==> src/rtl/pbcp_pkg.sv <==
`timescale 1ns / 1ps
// ----------------------------------------------------------------------------
// pbcp_pkg
// Shared types and constants for the page buffer circle plotter: command
// codes and the command and status bundles between controller and datapath.
// ----------------------------------------------------------------------------
package pbcp_pkg;

    // Command codes carried by the operation field.
    typedef enum logic [1:0] {
        OP_CLEAR = 2'd0,
        OP_SET   = 2'd1,
        OP_DRAW  = 2'd2,
        OP_READ  = 2'd3
    } op_t;

    // Pixel rows held in one page byte.
    localparam int ROWS_PER_PAGE = 8;

    // Width of the signed midpoint error term a*a + b*b - r*r.
    localparam int ERR_W = 19;

    // Controller to datapath.
    typedef struct packed {
        logic load;       // latch the input transaction and reset ring walk
        logic clr_step;   // write zero at the sweep address and advance
        logic pt_read;    // read the byte that holds the current point
        logic pt_center;  // current point is the centre itself
        logic pt_write;   // write back the byte with the point set
        logic ring_next;  // move on to the next smaller ring
        logic rd_issue;   // read the byte addressed by a read transaction
        logic res_load;   // load the result register
    } cmd_t;

    // Datapath to controller.
    typedef struct packed {
        logic clr_last;   // sweep address is the last entry
        logic oct_last;   // last of the eight symmetric points
        logic step_more;  // ring walk continues after this step
        logic last_ring;  // current ring is the final one
        logic no_rings;   // ring count is zero
        logic out_free;   // result register can take a new result
    } status_t;

endpackage

==> src/rtl/pbcp_ctrl.sv <==
`timescale 1ns / 1ps
// ----------------------------------------------------------------------------
// pbcp_ctrl
// Command sequencer. Runs the clearing sweep after reset, then takes one
// transaction at a time and steps the datapath through it.
// ----------------------------------------------------------------------------
module pbcp_ctrl
(
    input  logic               clk,
    input  logic               rst_n,
    input  logic               item_valid,
    output logic               item_ready,
    input  logic [1:0]         operation,
    input  pbcp_pkg::status_t  status,
    output pbcp_pkg::cmd_t     cmd
);

    typedef enum logic [3:0] {
        S_INIT_CLR,
        S_IDLE,
        S_CLEAR,
        S_SET_RD,
        S_SET_WR,
        S_RING_CHK,
        S_PT_RD,
        S_PT_WR,
        S_RD_ISSUE,
        S_FINISH
    } state_t;

    state_t state_reg;
    state_t state_next;

    always_ff @(posedge clk or negedge rst_n)
    begin
        if (!rst_n)
        begin
            state_reg <= S_INIT_CLR;
        end
        else
        begin
            state_reg <= state_next;
        end
    end

    always_comb
    begin
        state_next = state_reg;
        cmd        = '0;
        item_ready = 1'b0;
        case (state_reg)
            S_INIT_CLR:
            begin
                cmd.clr_step = 1'b1;
                if (status.clr_last)
                begin
                    state_next = S_IDLE;
                end
            end
            S_IDLE:
            begin
                item_ready = 1'b1;
                if (item_valid)
                begin
                    cmd.load = 1'b1;
                    case (pbcp_pkg::op_t'(operation))
                        pbcp_pkg::OP_CLEAR: state_next = S_CLEAR;
                        pbcp_pkg::OP_SET:   state_next = S_SET_RD;
                        pbcp_pkg::OP_DRAW:  state_next = S_RING_CHK;
                        pbcp_pkg::OP_READ:  state_next = S_RD_ISSUE;
                        default:            state_next = S_FINISH;
                    endcase
                end
            end
            S_CLEAR:
            begin
                cmd.clr_step = 1'b1;
                if (status.clr_last)
                begin
                    state_next = S_FINISH;
                end
            end
            S_SET_RD:
            begin
                cmd.pt_read   = 1'b1;
                cmd.pt_center = 1'b1;
                state_next    = S_SET_WR;
            end
            S_SET_WR:
            begin
                cmd.pt_write = 1'b1;
                state_next   = S_FINISH;
            end
            S_RING_CHK:
            begin
                state_next = status.no_rings ? S_FINISH : S_PT_RD;
            end
            S_PT_RD:
            begin
                cmd.pt_read = 1'b1;
                state_next  = S_PT_WR;
            end
            S_PT_WR:
            begin
                cmd.pt_write = 1'b1;
                if (!status.oct_last || status.step_more)
                begin
                    state_next = S_PT_RD;
                end
                else if (status.last_ring)
                begin
                    state_next = S_FINISH;
                end
                else
                begin
                    cmd.ring_next = 1'b1;
                    state_next    = S_PT_RD;
                end
            end
            S_RD_ISSUE:
            begin
                cmd.rd_issue = 1'b1;
                state_next   = S_FINISH;
            end
            S_FINISH:
            begin
                if (status.out_free)
                begin
                    cmd.res_load = 1'b1;
                    state_next   = S_IDLE;
                end
            end
            default:
            begin
                state_next = S_IDLE;
            end
        endcase
    end

    // Only one transaction is in flight.
    a_one_in_flight: assert property (@(posedge clk) disable iff (!rst_n)
        (item_valid && item_ready) |=> !item_ready)
        else $error("pbcp_ctrl: new transaction taken while one is in flight");

    // Input opens only after a result is posted or the startup sweep ends.
    a_ready_source: assert property (@(posedge clk) disable iff (!rst_n)
        $rose(item_ready) |-> ($past(cmd.res_load) || $past(state_reg == S_INIT_CLR)))
        else $error("pbcp_ctrl: input opened without a posted result");

    // A result is posted only when the output register can take it.
    a_post_when_free: assert property (@(posedge clk) disable iff (!rst_n)
        cmd.res_load |-> status.out_free)
        else $error("pbcp_ctrl: result posted over a waiting one");

endmodule

==> config.mk <==
export PLATFORM = sky130hd
export DESIGN_NAME = pbcp_ctrl
export DESIGN_NICKNAME = d
export VERILOG_FILES = /design/src/rtl/pbcp_pkg.sv /design/src/rtl/pbcp_ctrl.sv
export SDC_FILE = /design/constraint.sdc
export NUM_CORES = 1
export LEC_CHECK = 0
export BUFFER_PORTS_ARGS = -buffer_cell sky130_fd_sc_hd__buf_2
export CORE_AREA = 3 3 40 42
export CTS_CLUSTER_SIZE = 28
export DETAILED_ROUTE_END_ITERATION = 10
export DIE_AREA = 0 0 43 45
export HOLD_SLACK_MARGIN = 0.03
export SLEW_MARGIN = 15
export SYNTH_ARGS = -nofsm -noshare
export SYNTH_HDL_FRONTEND = slang
export SYNTH_SLANG_ARGS = --single-unit
export TNS_END_PERCENT = 10
==> constraint.sdc <==
create_clock -name clk -period 1.71 [get_ports clk]
set_input_delay 0.513 -clock clk [delete_from_list [all_inputs] [get_ports clk]]
set_output_delay 0.513 -clock clk [all_outputs]
set_load 0.005 [all_outputs]
==> flow_metrics.py <==
metrics = {
    "run_status": {
        "status": "complete, but fails checks",
        "violations": "negative setup slack",
    },
    "floorplan": {
        "ioPinCount": 20,
        "die_w_um": 43,
        "fp.dieH_um": 45,
        "coreArea_mm2": 0.001285,
        "dieArea_mm2": 0.001935,
        "start_util": 0.3797,
        "row_count": 13,
    },
    "clock_tree": {
        "htree_levels": 1,
        "ctsRootBufferMaster": "clkbuf_4",
        "clkSlewWorstSetupHoldPaths_ns": 0.04,
        "hold_buffers": 0,
        "cts_buffers": 3,
        "clockBufferDepth": 2,
        "cts_tree": "yes",
        "insertion_delay_ns": 0.23,
        "clock-sinks": 4,
    },
    "yosys": {
        "synthDistinctLibCells": 29,
        "synth_area_leaders": "dfrtp_1 21%, ha_1 10%, nand2b_1 6.4%",
        "avgSynthCellArea_um2": 7.870,
        "synth_top_area_share": 0.2051,
        "synth-edff-count": 0,
        "syn_area_um2": 488.0,
        "netlist.top_cell.by_area": "dfrtp_1",
        "yosysWarnings": 0,
        "ys_seq_area_frac": 0.2051,
        "synthArstFlopShare": 1.000,
        "ys_ff_latch": 4,
        "synthCells": 62,
        "ys.flop_type": "dfrtp_1",
        "syn-num-nets": 77,
    },
    "sta": {
        "max_freq_mhz": 533.0,
        "slew_headroom": 0.7251,
        "worstMarginPinSlew_ns": 0.4086,
        "setup_violations": 5,
        "fin_crit_ns": 1.876,
        "hold_viol_final": 0,
        "fin_crit_sh": 1.097,
        "maxSlewViolCount": 0,
        "rsz0062_at_grt": "true",
        "skew_ns": 0.005740,
        "worst_slack_ns": -0.1663,
    },
    "route": {
        "ant_nets": 0,
        "drc_errors": 0,
        "dr.pass1.iters": 4,
        "vias": 572,
        "post_drt_via_cell_ratio": 5.296,
        "drt-total-wl_mm": 1.344,
        "wl_per_cell_um": 12.44,
        "drt_iter0_markers": 8,
    },
    "global_routing": {
        "grt_max_degree": 10,
        "grt_pass1_vias": 581,
        "antenna_found_initial": 0,
        "overflow": 0,
        "grt_usage": 0.1553,
        "grt_first_pass_wirelength_mm": 2.214,
    },
    "place": {
        "port_buffers": 19,
        "gp_congestion": 0.7931,
        "postPlaceCellArea_um2": 673.1,
        "dpl.hpwl_mm": 1.085,
    },
    "setup_path": {
        "critical_path_arrival_ns": 1.36,
        "worstPathRequired_ns": 1.20,
        "start_kind": "register",
        "cp-end-kind": "primary output",
        "critical_path_class": "register to primary output",
        "worst-path-max-fanout": 7,
    },
    "cells_and_area": {
        "final_nets": 110,
        "fin_area_um2": 728.2,
        "diodes": 0,
        "multi_input_area_um2": 365.4,
        "seq_area_um2": 103.9,
        "fin_util": 0.5667,
        "area_growth_pct": 49.23,
        "layout-drive-gt1-share": 0.5161,
        "n_fill_cell": 120,
        "largest_reg_flops": 4,
    },
    "pwr": {
        "power_density_mw_per_mm2": 1565,
        "ir_worst_vdd_mv": 0.9638,
        "leakagePower_nw": 0.3593,
    },
    "hold_path": {
        "hold_path_class": "primary input to async pin",
    },
    "job": {
        "drv_cap": 0,
    },
}
[through the flow]
stage                     cells  hold slack (ns)  setup slack (ns)  setup TNS [ns]  power (mW)
final                       108          0.07683           -0.1663         -0.4312       1.140
after floorplan              62           0.2174           0.08426               0      0.6470
after global routing        108          0.07031           -0.2130         -0.9074       1.242
after CTS                   107          0.06603           -0.1833         -0.6560       1.112
after detailed placement    104           0.3226           0.04846               0      0.9730
after global placement      104           0.3160           0.07573               0      0.9701
[cells in the mapped netlist (2+ instances only)]
| cell type | instances |
|---|---|
| a21oi_1 | 2 |
| a31oi_1 | 2 |
| and4b_1 | 2 |
| buf_2 | 3 |
| dfrtp_1 | 4 |
| ha_1 | 4 |
| inv_1 | 4 |
| nand2_1 | 3 |
| nand2b_1 | 5 |
| nand3b_1 | 2 |
| nor2_1 | 6 |
| nor3_1 | 4 |
| nor4_1 | 2 |
| o21ai_0 | 2 |
| o21ai_1 | 2 |
| o221ai_2 | 2 |
[cells by family (layout without fill, tap and decap cells)]
| logic type | count (synthesis) | after routing | synth area share |
|---|---|---|---|
| buffers and inverters | 9 | 40 | 0.07689 |
| XOR/XNOR | 1 | 1 | 0.01795 |
| flip-flops | 4 | 4 | 0.2051 |
| AO/OA/AOI/OAI | 14 | 14 | 0.2154 |
| AND/OR/NAND/NOR | 30 | 30 | 0.3820 |
| adder cells (fa/ha/maj) | 4 | 4 | 0.1026 |
[layer usage]
layer  GRT usage  vias up  wire [um]
met5           0        -          0
met4      0.1807        0         57
met3     0.01992        8         56
met2      0.2754       19        685
met1      0.1432      258        544
li1            -      287          -
[power breakdown]
part / switching [mW] / internal [mW]
Sequential: 0.0618 / 0.140
Combinational: 0.397 / 0.425
Clock: 0.0374 / 0.0784
Total: 0.496 / 0.644
[final timing paths]
check	from	end	slack, ns	cells after the start
min	rst_n	state_reg[0]	0.08	1
max in group asynchronous	rst_n	state_reg[1]	1.49	1
max reg2reg	state_reg[0]	state_reg[3]	0.12	5
max	state_reg[0]	cmd[1]	-0.17	3
min reg2reg	state_reg[1]	state_reg[1]	0.68	3
min in group clk	status[5]	state_reg[1]	0.58	4
[repair_timing]
action,in CTS,in global routing
pin swaps,1,1
endpoints found under the setup margin,7,8
buffers inserted,0,1
gates resized for setup,3,5
[critical path, stage by stage, from the launching register on]
cell and delay [ns]:
dfrtp_2 0.43, or4b_4 0.55, inv_2 0.06, buf_6 0.08
[cell usage in the layout, fill, tap and decap left out, drive strengths merged]
master  netlist  final
nand3b        2      2
or4b          1      1
a21o          1      1
nor2b         1      1
dfrtp         4      4
inv           5      5
clkbuf        1      3
nand2b        5      5
buf           3     32
a31oi         2      2
nor4b         1      1
and4b         2      2
a21oi         2      2
xnor2         1      1
nor3          4      4
nand3         1      1
and2          1      1
nor3b         1      1
o221ai        2      2
nand2         3      3
o21a          1      1
nor4          2      2
a221oi        1      1
o21ai         5      5
nor2          6      6
ha            4      4
[cell type report]
cell class,instances,area share
clock buffers,3,0.03093
inverters,5,0.02577
multi-input cells,49,0.5017
flip-flops and latches,4,0.1426
well taps,15,0.02577
repair buffers,32,0.2732
(Power assumes the default switching activity.)
